**config.mk**
```make
export PLATFORM = sky130hd
export DESIGN_NAME = square_matrix_multiply
export DESIGN_NICKNAME = d
export VERILOG_FILES = /design/src/sv/smm_pkg.sv /design/src/sv/smm_store.sv /design/src/sv/smm_mac.sv /design/src/sv/square_matrix_multiply.sv
export VERILOG_INCLUDE_DIRS = /design/src /design/src/sv
export SDC_FILE = /design/constraint.sdc
export NUM_CORES = 1
export LEC_CHECK = 0
export ABC_CLOCK_PERIOD_IN_PS = 14900
export BUFFER_PORTS_ARGS = -buffer_cell sky130_fd_sc_hd__buf_2
export CAP_MARGIN = 30
export CELL_PAD_IN_SITES_DETAIL_PLACEMENT = 1
export CELL_PAD_IN_SITES_GLOBAL_PLACEMENT = 2
export CORE_MARGIN = 3
export CORE_UTILIZATION = 45
export CTS_CLUSTER_DIAMETER = 150
export CTS_CLUSTER_SIZE = 25
export DETAILED_ROUTE_END_ITERATION = 8
export MAX_ROUTING_LAYER = met4
export PLACE_DENSITY = 0.91
export SLEW_MARGIN = 5
export SYNTH_ARGS = -nofsm -noshare
export SYNTH_HDL_FRONTEND = slang
export SYNTH_HIERARCHICAL = 1
export SYNTH_SLANG_ARGS = --single-unit
```
**constraint.sdc**
```tcl
create_clock -name clk_i -period 14.9 [get_ports clk_i]
set_input_delay 1.49 -clock clk_i [delete_from_list [all_inputs] [get_ports clk_i]]
set_output_delay 1.49 -clock clk_i [all_outputs]
set_load 0.005 [all_outputs]
```
**src/sv/square_matrix_multiply_assert.svh**
```systemverilog
// assertion macros used by square_matrix_multiply.sv
// both expect clk_i and rst_ni in scope
`ifndef SQUARE_MATRIX_MULTIPLY_ASSERT_SVH
`define SQUARE_MATRIX_MULTIPLY_ASSERT_SVH

// same-cycle implication
`define SMM_ASSERT_IMP(lbl, ante, cons, msg) \
  lbl: assert property (@(posedge clk_i) disable iff (!rst_ni) (ante) |-> (cons)) \
    else $error(msg);

// next-cycle implication
`define SMM_ASSERT_NXT(lbl, ante, cons, msg) \
  lbl: assert property (@(posedge clk_i) disable iff (!rst_ni) (ante) |=> (cons)) \
    else $error(msg);

`endif

```
**src/sv/smm_pkg.sv**
```systemverilog
`default_nettype none

package smm_pkg;

  localparam int DIM   = 3;
  localparam int CELLS = DIM * DIM;
  localparam int AW    = (CELLS > 1) ? $clog2(CELLS) : 1;
  localparam int EW    = 16;
  localparam int PW    = 2 * EW;
  localparam int RW    = 35;
  localparam int IW    = 3;

  // tag that travels with each multiply-accumulate step
  typedef struct packed {
    logic          valid;
    logic          first;
    logic          lastk;
    logic [IW-1:0] row;
    logic [IW-1:0] col;
    logic          fin;
  } tag_t;

endpackage

`default_nettype wire

```
**src/sv/smm_store.sv**
```systemverilog
`default_nettype none

module smm_store
  import smm_pkg::*;
(
  input  wire logic                 clk_i,
  input  wire logic                 we_i,
  input  wire logic [AW-1:0]        waddr_i,
  input  wire logic signed [EW-1:0] a_wdata_i,
  input  wire logic signed [EW-1:0] b_wdata_i,
  input  wire logic [AW-1:0]        a_raddr_i,
  input  wire logic [AW-1:0]        b_raddr_i,
  output logic signed [EW-1:0]      a_rdata_o,
  output logic signed [EW-1:0]      b_rdata_o
);

  logic signed [EW-1:0] mem_a [CELLS];
  logic signed [EW-1:0] mem_b [CELLS];

  always_ff @(posedge clk_i) begin
    if (we_i) begin
      mem_a[waddr_i] <= a_wdata_i;
      mem_b[waddr_i] <= b_wdata_i;
    end
    a_rdata_o <= mem_a[a_raddr_i];
    b_rdata_o <= mem_b[b_raddr_i];
  end

endmodule

`default_nettype wire

```
**src/sv/smm_mac.sv**
```systemverilog
`default_nettype none

module smm_mac
  import smm_pkg::*;
(
  input  wire logic                 clk_i,
  input  wire logic                 rst_ni,
  input  wire tag_t                 tag_i,
  input  wire logic signed [EW-1:0] a_i,
  input  wire logic signed [EW-1:0] b_i,
  output logic                      valid_o,
  output logic signed [RW-1:0]      prod_o,
  output logic [IW-1:0]             row_o,
  output logic [IW-1:0]             col_o,
  output logic                      last_o
);

  tag_t                 tag_q;
  logic signed [PW-1:0] mul_q;
  logic signed [PW-1:0] mul_d;
  logic signed [RW-1:0] acc_q;
  logic signed [RW-1:0] acc_d;
  logic                 valid_q;
  logic signed [RW-1:0] res_q;
  logic [IW-1:0]        row_q;
  logic [IW-1:0]        col_q;
  logic                 last_q;

  assign mul_d = a_i * b_i;
  // restart the sum on the first term of a dot product
  assign acc_d = (tag_q.first ? '0 : acc_q) + {{(RW-PW){mul_q[PW-1]}}, mul_q};

  always_ff @(posedge clk_i or negedge rst_ni) begin
    if (!rst_ni) begin
      tag_q   <= '0;
      valid_q <= 1'b0;
    end else begin
      tag_q   <= tag_i;
      valid_q <= tag_q.valid && tag_q.lastk;
    end
  end

  always_ff @(posedge clk_i) begin
    mul_q <= mul_d;
    if (tag_q.valid) begin
      acc_q <= acc_d;
    end
    if (tag_q.valid && tag_q.lastk) begin
      res_q  <= acc_d;
      row_q  <= tag_q.row;
      col_q  <= tag_q.col;
      last_q <= tag_q.fin;
    end
  end

  assign valid_o = valid_q;
  assign prod_o  = res_q;
  assign row_o   = row_q;
  assign col_o   = col_q;
  assign last_o  = last_q;

endmodule

`default_nettype wire

```
**src/sv/square_matrix_multiply.sv**
```systemverilog
// loading: one item per cycle while busy is low, no result for all but the last pair
// after the last pair busy stays high until the final result (last_o) has gone out
// results then come out in row-major order, one per dot product of DIM terms, all from one MAC
// a whole pair of matrices is DIM^2 items, 9 items at DIM=3
// results are single-cycle strobes on valid_o, the receiver cannot stall them
// async active-low reset clears the load count and control; stored elements are not cleared
`default_nettype none

`include "square_matrix_multiply_assert.svh"

module square_matrix_multiply
  import smm_pkg::*;
(
  input  wire logic                 clk_i,
  input  wire logic                 rst_ni,
  input  wire logic                 start,
  output logic                      busy,
  input  wire logic signed [EW-1:0] a_elem_i,
  input  wire logic signed [EW-1:0] b_elem_i,
  output logic                      valid_o,
  output logic signed [RW-1:0]      prod_elem_o,
  output logic [IW-1:0]             out_row_o,
  output logic [IW-1:0]             out_col_o,
  output logic                      last_o
);

  // load phase, issue phase walking i/j/k, then wait for the pipe to empty
  typedef enum logic [1:0] {
    ST_LOAD,
    ST_RUN,
    ST_DRAIN
  } state_e;

  localparam logic [IW-1:0] IMAX = IW'(DIM - 1);

  state_e        state_q, state_d;
  logic [AW-1:0] load_cnt_q, load_cnt_d;
  logic [IW-1:0] i_q, i_d;
  logic [IW-1:0] j_q, j_d;
  logic [IW-1:0] k_q, k_d;

  logic          mem_we;
  logic          load_last;
  logic [AW-1:0] a_raddr;
  logic [AW-1:0] b_raddr;
  tag_t          issue_tag;
  tag_t          rd_tag_q;

  logic signed [EW-1:0] a_rdata;
  logic signed [EW-1:0] b_rdata;

  logic                 res_valid;
  logic signed [RW-1:0] res_prod;
  logic [IW-1:0]        res_row;
  logic [IW-1:0]        res_col;
  logic                 res_last;
  logic                 at_corner;

  // row-major addresses: A[i][k] and B[k][j]
  assign a_raddr = AW'(int'(i_q) * DIM + int'(k_q));
  assign b_raddr = AW'(int'(k_q) * DIM + int'(j_q));

  // next pair is the one that completes both matrices
  assign load_last = (load_cnt_q == AW'(CELLS - 1));

  always_comb begin
    state_d    = state_q;
    load_cnt_d = load_cnt_q;
    i_d        = i_q;
    j_d        = j_q;
    k_d        = k_q;
    mem_we     = 1'b0;
    issue_tag  = '0;
    case (state_q)
      ST_LOAD: begin
        if (start) begin
          mem_we = 1'b1;
          // the last pair completes both matrices, start the product
          if (load_last) begin
            load_cnt_d = '0;
            i_d        = '0;
            j_d        = '0;
            k_d        = '0;
            state_d    = ST_RUN;
          end else begin
            load_cnt_d = load_cnt_q + 1'b1;
          end
        end
      end
      ST_RUN: begin
        issue_tag.valid = 1'b1;
        issue_tag.first = (k_q == '0);
        issue_tag.lastk = (k_q == IMAX);
        issue_tag.row   = i_q;
        issue_tag.col   = j_q;
        issue_tag.fin   = (k_q == IMAX) && (j_q == IMAX) && (i_q == IMAX);
        // k innermost, then column, then row
        if (k_q != IMAX) begin
          k_d = k_q + 1'b1;
        end else begin
          k_d = '0;
          if (j_q != IMAX) begin
            j_d = j_q + 1'b1;
          end else begin
            j_d = '0;
            if (i_q == IMAX) begin
              i_d     = '0;
              state_d = ST_DRAIN;
            end else begin
              i_d = i_q + 1'b1;
            end
          end
        end
      end
      ST_DRAIN: begin
        // free again once the final product element has gone out
        if (res_valid && res_last) begin
          state_d = ST_LOAD;
        end
      end
      default: begin
        state_d = ST_LOAD;
      end
    endcase
  end

  always_ff @(posedge clk_i or negedge rst_ni) begin
    if (!rst_ni) begin
      state_q    <= ST_LOAD;
      load_cnt_q <= '0;
      i_q        <= '0;
      j_q        <= '0;
      k_q        <= '0;
      rd_tag_q   <= '0;
    end else begin
      state_q    <= state_d;
      load_cnt_q <= load_cnt_d;
      i_q        <= i_d;
      j_q        <= j_d;
      k_q        <= k_d;
      // tag follows the registered memory read
      rd_tag_q   <= issue_tag;
    end
  end

  // stores are only written while idle and their read data is only used while busy, so no overlap
  smm_store u_store (
    .clk_i     (clk_i),
    .we_i      (mem_we),
    .waddr_i   (load_cnt_q),
    .a_wdata_i (a_elem_i),
    .b_wdata_i (b_elem_i),
    .a_raddr_i (a_raddr),
    .b_raddr_i (b_raddr),
    .a_rdata_o (a_rdata),
    .b_rdata_o (b_rdata)
  );

  // multiply stage then accumulate stage, result registered
  smm_mac u_mac (
    .clk_i   (clk_i),
    .rst_ni  (rst_ni),
    .tag_i   (rd_tag_q),
    .a_i     (a_rdata),
    .b_i     (b_rdata),
    .valid_o (res_valid),
    .prod_o  (res_prod),
    .row_o   (res_row),
    .col_o   (res_col),
    .last_o  (res_last)
  );

  assign busy        = (state_q != ST_LOAD);
  assign valid_o     = res_valid;
  assign prod_elem_o = res_prod;
  assign out_row_o   = res_row;
  assign out_col_o   = res_col;
  assign last_o      = res_last;

  // bottom-right corner of the product matrix
  assign at_corner = (out_row_o == IMAX) && (out_col_o == IMAX);

  `SMM_ASSERT_IMP(a_res_while_busy, valid_o, busy, "result outside busy window")
  `SMM_ASSERT_IMP(a_last_corner, valid_o && last_o, at_corner, "last item not at corner")
  `SMM_ASSERT_NXT(a_go_busy, start && !busy && load_last, busy, "final pair did not start product")
  `SMM_ASSERT_NXT(a_free_after_last, valid_o && last_o, !busy, "still busy after last item")

endmodule

`default_nettype wire
```
# Word-level counts from Yosys, hierarchy flattened
# Memories as Yosys holds them, arrays and structs flattened. A register that Yosys moved wholly into a read port is not among the register bits.
# Index checks and enable logic that the tools add are counted.
[word_totals] elab_cells=88 mem_count=2 mem_bits_rw=288 input_bits=35 regBits=145 out_inout_bits=44
[mem_list] name="u_store.mem_a" depth=9 word_bits=16 read_ports=1 rd_clocked_by_memory_dff=1 wr=1 line="smm_store.sv:17" rtl="logic signed [EW-1:0] mem_a [CELLS];"
[mem_list] name="u_store.mem_b" depth=9 word_bits=16 read_ports=1 rd_clocked_by_memory_dff=1 wr=1 line="smm_store.sv:18" rtl="logic signed [EW-1:0] mem_b [CELLS];"
[op_classes] mul=3 muxes=25 reduce_logical=13 eq_ne=14 addsub=7
[ops] op="35-bit adder" count=1
[ops] op="35-bit 2-to-1 mux" count=1
[ops] op="16-bit by 16-bit multiplier with 32-bit output" count=1
[ops] op="3-bit 2-to-1 mux" count=8
[ops] op="3-bit one-hot mux with 2 select lines" count=3
[ops] op="2-bit 2-to-1 mux" count=6
[ops] op="2-bit inequality test, second input constant" count=6
[ops] op="10-bit 2-to-1 mux" count=1
[ops] op="3-bit by 1-bit adder with 3-bit output, second input constant" count=3
[ops] op="3-bit by 2-bit == test with 1-bit output, second input constant" count=3
[ops] op="4-bit by 3-bit adder with 4-bit output" count=2
[ops] op="3-bit by 2-bit multiplier with 4-bit output, second input constant" count=2
[ops] op="3-bit by 2-bit inequality test with 1-bit output, second input constant" count=2
[ops] op="2-bit one-hot mux with 3 select lines" count=1
[ops] op="6-bit AND reduction" count=1
[ops] op="5-bit AND reduction" count=1
[ops] op="4-bit by 1-bit adder with 4-bit output, second input constant" count=1
[ops] op="4-bit == test, second input constant" count=1
[ops] op="1-bit logical AND" count=4
[ops] op="1-bit 2-to-1 mux" count=4
[ops] op="4-bit 2-to-1 mux" count=1
[ops] op="4-bit AND reduction" count=1
[ops] op="2-bit nonzero test" count=2
[ops] op="3-bit logical NOT" count=1
[ops] op="5 further kinds" count=5

# Longest topological paths before layout
# Gate-level depths: netlist of the first run.
[depth] ltp_word=5 ltp_mapped=24 mapped_depth_nobuf=23

# Cells and area by module
# Netlist of the first run, hierarchy kept.
[by_module_without_submodules] module="smm_mac" cells_each=1501 area_each_um2=15137.0 seq_area_each_um2=3228.1 n_inst=1
[by_module_without_submodules] module="smm_store" cells_each=631 area_each_um2=12002.8 seq_area_each_um2=9288.9 n_inst=1
[by_module_without_submodules] module="square_matrix_multiply" cells_each=133 area_each_um2=1418.9 seq_area_each_um2=625.6 n_inst=1

# Worst setup path after synthesis of the first run
# OpenSTA, ideal clock, no wires.
[synth_timing] path_type="reg-to-reg" start="register u_store.b_rdata_o[7] (read register of u_store.mem_b)" end="register u_mac.mul_q[30]" n_path_buf=1 slack_ps=9022 required_ps=14777 setup_time_ps=123 stages_incl_launch_ff=23 arrival_ps=5755 synth_period_minus_slack_ps=5878 path_cell_list="dfxtp_1 > clkbuf_1 > nand2_1 > fa_1 > inv_1 > fa_1 > inv_1 > fa_1 > inv_1 > fa_1 > fa_1 > inv_1 > fa_1 > inv_1 > ha_1 > a21o_1 > a31o_2 > a211oi_2 > a211oi_1 > or3_4 > a41oi_2 > a21oi_1 > xor2_1"
[synth_via] elab_chain_len=1
[synth_rtl] element="start, declared" line="smm_store.sv:14" rtl="output logic signed [EW-1:0] b_rdata_o"
[synth_rtl] element="16-bit by 16-bit multiplier with 32-bit output" line="smm_mac.sv:29" rtl="assign mul_d = a_i * b_i;"
[synth_rtl] element="via u_mac.mul_d[30]" line="smm_mac.sv:20" rtl="logic signed [PW-1:0] mul_d;"
[synth_rtl] element="end signal, assigned" line="smm_mac.sv:44" rtl="mul_q <= mul_d;"
[synth_rtl] element="end, declared" line="smm_mac.sv:19" rtl="logic signed [PW-1:0] mul_q;"
# The timed path passes the listed nets, and every way through them passes these cells.
# A chain may end at the register's enable or synchronous reset.

# Worst setup path after layout of the first run
[layout_timing] start="register u_store.b_rdata_o[2] (read register of u_store.mem_b)" end="register u_mac.mul_q[29]"
# The elaborated chain is that of the path after synthesis.

==> impl_metrics.toml, run 1 <==
[run_status]
status = "finished clean"

[floorplanning]
die-area_sq_um = 66500
chipWidth_um = 258
rows = 91
die_h_um = 258
ios = 79
start_util = 0.459
core_region_area_sq_um = 62300

[final_layout]
layout-drive-gt1-share = 0.111
nFillCells = 6475
mostFrequentLayoutCells = "edfxtp_1 (365), inv_1 (346), fa_1 (269)"
final_cells = 3172
multi_input_area_sq_um = 13800
area_growth_pct = 6.87
final_common_cell = "edfxtp_1"
seqCellArea_sq_um = 13100
nets = 2745
fin_util = 0.490

[yosys]
async_flop_share = 0.0774
synth_ff_type = "edfxtp_1"
syn_area_per_cell_sq_um = 12.6
synth_area_sq_um = 28600
syn_inst = 2265
ys.warnings.count = 6
yosys.cell_types.count = 77
synth_edf_count = 365
ys_ff_latch = 465
seq_area_frac_synth = 0.460
synth_nets = 2696

[timing]
grt_setup_unrepaired = "false"
setup_tns_ps = 0
postLayoutSetupSlackWorst_ps = 8260
finalCritPeriodShare = 0.445
slew_viol_final = 0
tightestPinTransition_ps = 997
finalHoldViolations = 0
finalSetupViolCount = 0
fin_crit_ps = 6640
maxSlewHeadroom = 0.335
fin_skew_ps = 28.2
fmax_mhz = 151

[grt]
grt_antenna_before_repair = 5
grt_use_total = 0.205
first_global_vias = 18900
grt_overflow = 0
grt_pass1_wl_um = 105000
grt_max_degree = 65

[setup_path]
path_max_fanout = 16
start_kind = "flop"
crit_family = "adder cells"
critPathKind = "flop to flop"
cp.buffers_inverters = 5
cp.arrival_ps = 7110
path_cells = "nand2_1 > fa_1 > inv_1 > fa_1 > inv_1 > fa_1 > inv_1 > fa_1 > fa_1 > inv_1 > fa_1 > inv_1 > ha_1 > nand2_1 > o21ai_0 > o41ai_1 > o311ai_2 > a21bo_2 > a21oi_2 > o21bai_1 > xor2_1"
path_common_cell = "fa_1"
crit_path_top_delay_cell = "dfxtp_1"
worstPathRequired_ps = 15380
slowest_delay_ps = 810
crit_path_end_kind = "flop"

[drt]
ant_nets = 0
via_per_inst = 5.26
routed_wl_um = 64900
wire_per_inst_um = 20.4
vias = 16700
drc_errors = 0
initialDrtViolationCount = 812
drt-pass1-iter-count = 5

[cts]
clock-sinks = 465
cts_buffers = 22
clk_path_buf_depth = 3
clk_latency_ps = 600
htreeDepth = 1
hold_buffers = 0
post-cts-setup-buffer-count = 0
clockRootBuffer = "clkbuf_16"
cts_resized = 0
clk_pin_slew_ps = 100
cts_tree = "done"

[placement]
dp.cells = 3124
port_buffers = 78
dp_hpwl_um = 46700
place_ws_ps = 8270
gp_congestion = 0.855

[run]
maxCapViolCount = 0

[worst_hold_path]
min_path_type = "flop to flop"
[cell type report]
class                      instances  area share
clock buffer                      38      0.0200
tap                              837      0.0343
clock inverter                     2     0.00135
timing repair buffer              99      0.0194
antenna                            5    0.000410
sequential                       465       0.431
inverter                         347      0.0427
multi-input combinational       1379       0.451
[through the flow]
stage | area, sq um | hold slack (ps)
floorplan | 28600 | 331
global placement | 29800 | 334
detailed placement | 29800 | 336
CTS | 30400 | 355
global route | 30500 | 366
finish | 30500 | 350
[final timing paths]
check | from | endpoint | slack [ps] | cells past startpoint
max in group asynchronous | rst_ni | i_q[1]$_DFFE_PN0P_ | 13400 | 1
hold / removal | rd_tag_q[9]$_DFF_PN0_ | u_mac/tag_q[9]$_DFF_PN0_ | 350 | 0
setup reg to reg | u_store/b_rdata_o[2]$_DFF_P_ | u_mac/mul_q[29]$_DFF_P_ | 8260 | 21
hold reg to reg | rd_tag_q[9]$_DFF_PN0_ | u_mac/tag_q[9]$_DFF_PN0_ | 350 | 0
setup / recovery | u_store/b_rdata_o[2]$_DFF_P_ | u_mac/mul_q[29]$_DFF_P_ | 8260 | 21
min in group asynchronous | rst_ni | load_cnt_q[1]$_DFFE_PN0P_ | 970 | 1
[sequential cells by signal, summed over array words and instances, names as in the netlist, 3 cells and up]
name	flops
u_mac/col_o	3
j_q	3
u_store/b_rdata_o	16
i_q	3
u_store/mem_a	144
u_mac/prod_o	35
u_mac/tag_q	10
k_q	3
load_cnt_q	4
u_mac/row_o	3
u_store/a_rdata_o	16
rd_tag_q	10
u_store/mem_b	144
u_mac/acc_q	35
u_mac/mul_q	32
[Yosys cell counts, types with 43 or more instances]
cell,n,area share
edfxtp_1,365,0.38
nand2_1,185,0.024
ha_1,127,0.056
xnor2_1,57,0.017
and2_1,126,0.028
fa_1,269,0.19
clkbuf_1,49,0.0064
inv_1,346,0.045
nor2_1,53,0.0070
nor2b_1,43,0.0094
a21oi_1,46,0.0081
mux2_2,65,0.026
mux2i_1,66,0.023
dfxtp_1,64,0.045
[cell families after synthesis]
logic type | synth area share
AOI/OAI and AO/OA | 0.0746
xor gates and xnor gates | 0.0218
adders and majority gates | 0.244
buffers and inverters | 0.0598
DFF | 0.460
muxes | 0.0492
and+or+nand+nor | 0.0903
[routing by layer]
| layer | global-route usage | part of all wire | up-vias |
|---|---|---|---|
| met5 | - | 0 | - |
| met4 | 0.0379 | 0.017 | 0 |
| met3 | 0.0249 | 0.043 | 63 |
| met2 | 0.352 | 0.50 | 296 |
| met1 | 0.265 | 0.44 | 8646 |
| li1 | - | - | 7687 |
Power of run 1 is not shown: default switching activity piles up to over one toggle a cycle in this logic, so the estimate is an artifact.
==> run 2: changes to the inputs <==
--- a/config.mk
+++ b/config.mk
@@ -6,18 +6,19 @@
 export SDC_FILE = /design/constraint.sdc
 export NUM_CORES = 1
 export LEC_CHECK = 0
-export ABC_CLOCK_PERIOD_IN_PS = 14900
+export ABC_AREA = 1
+export ABC_CLOCK_PERIOD_IN_PS = 6050
 export BUFFER_PORTS_ARGS = -buffer_cell sky130_fd_sc_hd__buf_2
 export CAP_MARGIN = 30
 export CELL_PAD_IN_SITES_DETAIL_PLACEMENT = 1
 export CELL_PAD_IN_SITES_GLOBAL_PLACEMENT = 2
 export CORE_MARGIN = 3
-export CORE_UTILIZATION = 45
+export CORE_UTILIZATION = 37
 export CTS_CLUSTER_DIAMETER = 150
 export CTS_CLUSTER_SIZE = 25
 export DETAILED_ROUTE_END_ITERATION = 8
 export MAX_ROUTING_LAYER = met4
-export PLACE_DENSITY = 0.91
+export PLACE_DENSITY = 0.88
 export SLEW_MARGIN = 5
 export SYNTH_ARGS = -nofsm -noshare
 export SYNTH_HDL_FRONTEND = slang
==> constraint.sdc (replaced) <==
create_clock -name clk_i -period 6.05 [get_ports clk_i]
set_input_delay 0.605 -clock clk_i [delete_from_list [all_inputs] [get_ports clk_i]]
set_output_delay 0.605 -clock clk_i [all_outputs]
set_load 0.005 [all_outputs]
==> run 2 against run 1 <==
  * Critical path depth shrank 3
  * Count of clock-buffer cells in the layout rose by 1
  * Register-to-register slack lost 8000 ps
  * Non-clock buffer count up 37
  * Die area grew 32%
  * Final cell count rose by 46%
  * Hold slack lost 270 ps
  * Sequential share of layout area decreased by 3.9 points
  * Routed wire length up 26%
  * Area after synthesis rose by 9.1%
  * Core utilization is 8.5 points lower
  * Final area rose by 9.8%
  * Critical path type unchanged
  * Largest cell class unchanged
==> impl_metrics.toml, run 2 <==
[run_status]
status = "finished clean"

[yosys]
ys.warnings.count = 6
netlist_top_cells_area = "edfxtp_1 (35%), fa_1 (17%), nand2_1 (12%)"
syn_area_per_cell_sq_um = 8.93
async_flop_share = 0.0774
yosys.cell_types.count = 45
seq_area_frac_synth = 0.422
synth_area_sq_um = 31100
synth_edf_count = 365
synth_top_area_share = 0.352
synth_commonest_cells = "nand2_1 (1006), inv_1 (836), edfxtp_1 (365), fa_1 (269), nand3_1 (260)"
synth_ff_type = "edfxtp_1"
yosysTopAreaCell = "edfxtp_1"
syn_inst = 3489
synth.most_common_cell = "nand2_1"
synth_nets = 3920
ys_ff_latch = 465

[setup_path]
crit_family = "adder cells"
path_cells = "nand2_1 > fa_1 > inv_1 > fa_1 > fa_1 > fa_1 > fa_1 > inv_1 > fa_1 > inv_1 > ha_1 > nand2_2 > nor2_1 > inv_1 > nor2_2 > nand4_1 > nand3b_1 > xor2_1"
worstPathRequired_ps = 6590
reg2regPathDepth = 18
reg2reg_from = "u_store/a_rdata_o[13]$_DFF_P_"
slowest_delay_ps = 760
crit_path_end_kind = "flop"
crit_cells = 18
crit_path_top_delay_cell = "dfxtp_1"
start_kind = "flop"
r2r_slack_ps = 260
path_common_cell = "fa_1"
path_max_fanout = 14
cp.buffers_inverters = 4
regToRegEndpoint = "u_mac/mul_q[23]$_DFF_P_"
cp.arrival_ps = 6320
critPathKind = "flop to flop"

[cts]
clk_latency_ps = 600
clock-sinks = 465
clk_pin_slew_ps = 110
cts_buffers = 23
hold_buffers = 0
clk_path_buf_depth = 3
htreeDepth = 1
clockRootBuffer = "clkbuf_16"
cts_tree = "done"

[placement]
gp_congestion = 0.873
port_buffers = 78
dp_hpwl_um = 60200

[timing]
fin_crit_ps = 5790
fin_skew_ps = 48.4
fmax_mhz = 173
slew_viol_final = 0
maxSlewHeadroom = 0.391
finalSetupViolCount = 0
finalCritPeriodShare = 0.957
setup_tns_ps = 0
grt_setup_unrepaired = "false"
tightestPinTransition_ps = 913
finalHoldViolations = 0

[final_layout]
mostFrequentLayoutCells = "nand2_1 (1006), inv_1 (835), edfxtp_1 (365)"
nets = 3967
area_growth_pct = 7.63
layout-drive-gt1-share = 0.0659
final_common_cell = "nand2_1"
top_regs = "u_store/mem_a (144), u_store/mem_b (144)"

[drt]
initialDrtViolationCount = 1120
via_per_inst = 4.74
vias = 21900
wire_per_inst_um = 17.6
drc_errors = 0
ant_nets = 0
drt-pass1-iter-count = 5
routed_wl_um = 81600

[floorplanning]
die-area_sq_um = 87700
core_region_area_sq_um = 82800
chipWidth_um = 296
start_util = 0.376
die_h_um = 296
rows = 105
ios = 79

[worst_hold_path]
min_path_type = "input pin to asynchronous set/reset pin"

[grt]
first_global_vias = 23900
grt_pass1_wl_um = 131000
grt_overflow = 0
grt_max_degree = 66
grt_use_total = 0.196
grt_antenna_before_repair = 8

[run]
maxCapViolCount = 0
## run 2: worst max-delay path by stage
stage                                        from                 endpoint  slack (ps)
floorplan            u_store/b_rdata_o[2]$_DFF_P_  u_mac/mul_q[31]$_DFF_P_         330
global placement    u_store/a_rdata_o[15]$_DFF_P_  u_mac/mul_q[31]$_DFF_P_         290
detailed placement  u_store/a_rdata_o[15]$_DFF_P_  u_mac/mul_q[31]$_DFF_P_         180
CTS                 u_store/a_rdata_o[15]$_DFF_P_  u_mac/mul_q[31]$_DFF_P_         200
global route        u_store/a_rdata_o[13]$_DFF_P_  u_mac/mul_q[23]$_DFF_P_           2
finish              u_store/a_rdata_o[13]$_DFF_P_  u_mac/mul_q[23]$_DFF_P_         260
## run 2: repair_timing
action                     CTS  global route
buffers inserted             0             0
setup endpoints to repair    0             8
resized for setup            0             5
## run 2: layout make-up
type                       instances  area, sq um
fill                            9798        49200
multi-input combinational       2064        14300
sequential                       465        13100
inverter                         846         3180
tap                             1070         1340
timing repair buffer             136          826
clock buffer                      39          636
clock inverter                     2         46.3
antenna                            9         22.5
## run 2: routing by layer
layer | track usage | up-vias | share of wire
met5 | - | - | 0
met4 | 0.0509 | 0 | 0.026
met2 | 0.339 | 291 | 0.50
li1 | - | 10600 | -
met1 | 0.247 | 11000 | 0.44
met3 | 0.0218 | 100 | 0.034
## run 2: metrics by stage
stage               instances  instance area, sq um  worst slack [ps]  utilization  hold slack (ps)
floorplan                3489                 31100               325            -              309
detailed placement       4581                 32800               182        0.396              336
finish                   4631                 33500               262        0.405             79.4
global placement         4581                 32800               290        0.396              332
global route             4630                 33500              2.47        0.405              121
CTS                      4622                 33500               202        0.405             74.3
## run 2: cell families after synthesis
logic type                 Yosys count  share of synthesized area
DFF                                465                      0.422
adders and majority gates          396                      0.224
AOI/OAI and AO/OA                  101                     0.0187
and+or+nand+nor                   1518                      0.201
buffers and inverters              960                      0.120
xor gates and xnor gates            49                     0.0138
Power of run 2 is left out for the same reason.
==> run 3: changes to the inputs <==
--- a/config.mk
+++ b/config.mk
@@ -13,7 +13,7 @@
 export CELL_PAD_IN_SITES_DETAIL_PLACEMENT = 1
 export CELL_PAD_IN_SITES_GLOBAL_PLACEMENT = 2
 export CORE_MARGIN = 3
-export CORE_UTILIZATION = 37
+export CORE_UTILIZATION = 38
 export CTS_CLUSTER_DIAMETER = 150
 export CTS_CLUSTER_SIZE = 25
 export DETAILED_ROUTE_END_ITERATION = 8
@@ -22,5 +22,4 @@
 export SLEW_MARGIN = 5
 export SYNTH_ARGS = -nofsm -noshare
 export SYNTH_HDL_FRONTEND = slang
-export SYNTH_HIERARCHICAL = 1
 export SYNTH_SLANG_ARGS = --single-unit
==> run 3 against run 2 <==
  * Area after synthesis down 3.8%
  * Core utilization up 1.2 points
  * Via count fell by 5.9%
  * Clock skew is 25 ps lower
  * Die area down 6.2%
  * Non-clock buffer count up 3
  * Critical endpoint is now u_mac.mul_q[17]$_DFF_P_
  * Final cell count down 8.8%
  * Setup slack improved by 66 ps
==> impl_metrics.toml, run 3 <==
[run_status]
status = "finished clean"

[placement]
dp_hpwl_um = 58700
port_buffers = 78
gp_congestion = 0.891
place_area_sq_um = 31800

[final_layout]
area_growth_pct = 8.18
layout-drive-gt1-share = 0.0839
final_common_cell = "nand2_1"
fin_util = 0.417
nets = 3601
nFillCells = 8935
post-route-cell-area_sq_um = 32400
mostFrequentLayoutCells = "nand2_1 (649), inv_1 (603), edfxtp_1 (365)"
top_regs = "u_store.mem_a (144), u_store.mem_b (144)"

[yosys]
synth_edf_count = 365
ys_ff_latch = 465
seq_area_frac_synth = 0.438
synth_area_sq_um = 30000
synth_nets = 3548
syn_area_per_cell_sq_um = 9.62
async_flop_share = 0.0774
ys.warnings.count = 0
netlist_top_cells_area = "edfxtp_1 (37%), fa_1 (18%), nand2_1 (8.1%)"
synth_ff_type = "edfxtp_1"
synth.most_common_cell = "nand2_1"
synth_top_area_share = 0.366
yosys.cell_types.count = 50
synth_commonest_cells = "nand2_1 (649), inv_1 (604), edfxtp_1 (365), nor2_1 (291), fa_1 (269)"
syn_inst = 3115
yosysTopAreaCell = "edfxtp_1"

[timing]
grt_setup_unrepaired = "false"
slew_viol_final = 0
fin_skew_ps = 23.0
fin_crit_ps = 5720
finalSetupViolCount = 0
setup_tns_ps = 0
fmax_mhz = 175
maxSlewHeadroom = 0.417
tightestPinTransition_ps = 875
finalHoldViolations = 0
finalCritPeriodShare = 0.946

[cts]
post-cts-setup-buffer-count = 0
clockRootBuffer = "clkbuf_16"
clock-sinks = 465
htreeDepth = 1
clk_path_buf_depth = 3
clk_latency_ps = 580
cts_buffers = 22
clk_pin_slew_ps = 110
cts_resized = 0
cts_tree = "done"
hold_buffers = 0

[grt]
grt_use_total = 0.199
grt_max_degree = 66
grt_overflow = 0
grt_pass1_wl_um = 125000
first_global_vias = 22600
grt_antenna_before_repair = 3

[drt]
ant_nets = 0
initialDrtViolationCount = 1354
drt-pass1-iter-count = 5
vias = 20700
via_per_inst = 4.89
wire_per_inst_um = 18.6
routed_wl_um = 78500
drc_errors = 0

[floorplanning]
start_util = 0.385
core_region_area_sq_um = 77800
ios = 79
chipWidth_um = 287
die_h_um = 287
rows = 102
die-area_sq_um = 82300

[setup_path]
path_common_cell = "fa_1"
crit_path_top_delay_cell = "dfxtp_1"
cp.arrival_ps = 6200
crit_path_end_kind = "flop"
cp.buffers_inverters = 5
path_max_fanout = 9
critPathKind = "flop to flop"
slowest_delay_ps = 630
crit_family = "adder cells"
start_kind = "flop"
path_cells = "nand2_1 > fa_1 > inv_1 > fa_1 > inv_1 > fa_1 > inv_1 > fa_1 > fa_1 > inv_1 > fa_1 > inv_1 > ha_1 > a21oi_1 > a21boi_1 > nand3_2 > nand2_1 > nand2_1 > xor2_1"
worstPathRequired_ps = 6520

[run]
maxCapViolCount = 0

[worst_hold_path]
min_path_type = "input pin to asynchronous set/reset pin"
==> run 3: changes by cell type after synthesis, sizes merged, moves of 16 or more <==
cell and delta:
nand2 -355, buf -20, nand3 -196, clkbuf +16, nor2 +134, o22ai +57, o21ai +169, inv -215
==> run 3: path summary, 6_finish.rpt <==
| check | start | to | slack, ps | cells after the start |
|---|---|---|---|---|
| worst min-delay path | rst_ni | j_q[1]$_DFFE_PN0P_ | 110 | 1 |
| worst max register to register | u_store.b_rdata_o[7]$_DFF_P_ | u_mac.mul_q[17]$_DFF_P_ | 330 | 19 |
| worst min register to register | rd_tag_q[8]$_DFF_PN0_ | u_mac.tag_q[8]$_DFF_PN0_ | 350 | 0 |
| min in group clk_i | b_elem_i[9] | u_store.mem_b[1][9]$_DFFE_PP_ | 300 | 1 |
| worst max-delay path | u_store.b_rdata_o[7]$_DFF_P_ | u_mac.mul_q[17]$_DFF_P_ | 330 | 19 |
| max in group asynchronous | rst_ni | k_q[0]$_DFFE_PN0P_ | 5430 | 1 |
==> run 3: final cells by class <==
cell class              instances  area (sq um)  share of cell area
clock inverters                 3          30.0            0.000926
inverters                     632          2370              0.0732
repair buffers                139           938              0.0289
multi-input cells            1908         14000               0.433
flip-flops and latches        465         13100               0.405
well taps                    1040          1300              0.0401
clock buffers                  36           603              0.0186
diodes                          2          5.00            0.000154
==> run 3: logic make-up (layout without fill, tap and decap cells) <==
logic type,count (synthesis),after routing,synth area share
flip-flops,465,465,0.438
buffers and inverters,742,810,0.0952
adder cells (fa/ha/maj),398,398,0.233
other,0,2,0
AO/OA/AOI/OAI,358,358,0.0668
XOR/XNOR,43,43,0.0126
AND/OR/NAND/NOR,1109,1109,0.154
==> run 3: metrics by stage <==
step | hold slack, ps | cells | setup WS [ps]
5_1_grt | 149 | 4225 | 42.3
3_3_place_gp | 332 | 4179 | 259
4_1_cts | 99.2 | 4222 | 223
6_report | 109 | 4225 | 327
3_5_place_dp | 336 | 4183 | 232
2_1_floorplan | 309 | 3115 | 626
==> run 3: worst reg2reg max path: cells and delay by family, from the launching register on <==
kind	cells	cell delay [ps]
xor+xnor	1	260
buf+inv	5	250
simple gates	4	550
compound gates	2	600
flops	1	630
fa+ha+maj	7	3330
==> run 3: routing by layer <==
layer	up-vias	global-route usage	routed length (um)
met3	83	0.0177	2540
met5	-	-	0
met4	0	0.0415	1610
met2	318	0.350	39700
li1	9853	-	-
met1	10400	0.251	34700
Power of run 3 is left out for the same reason.
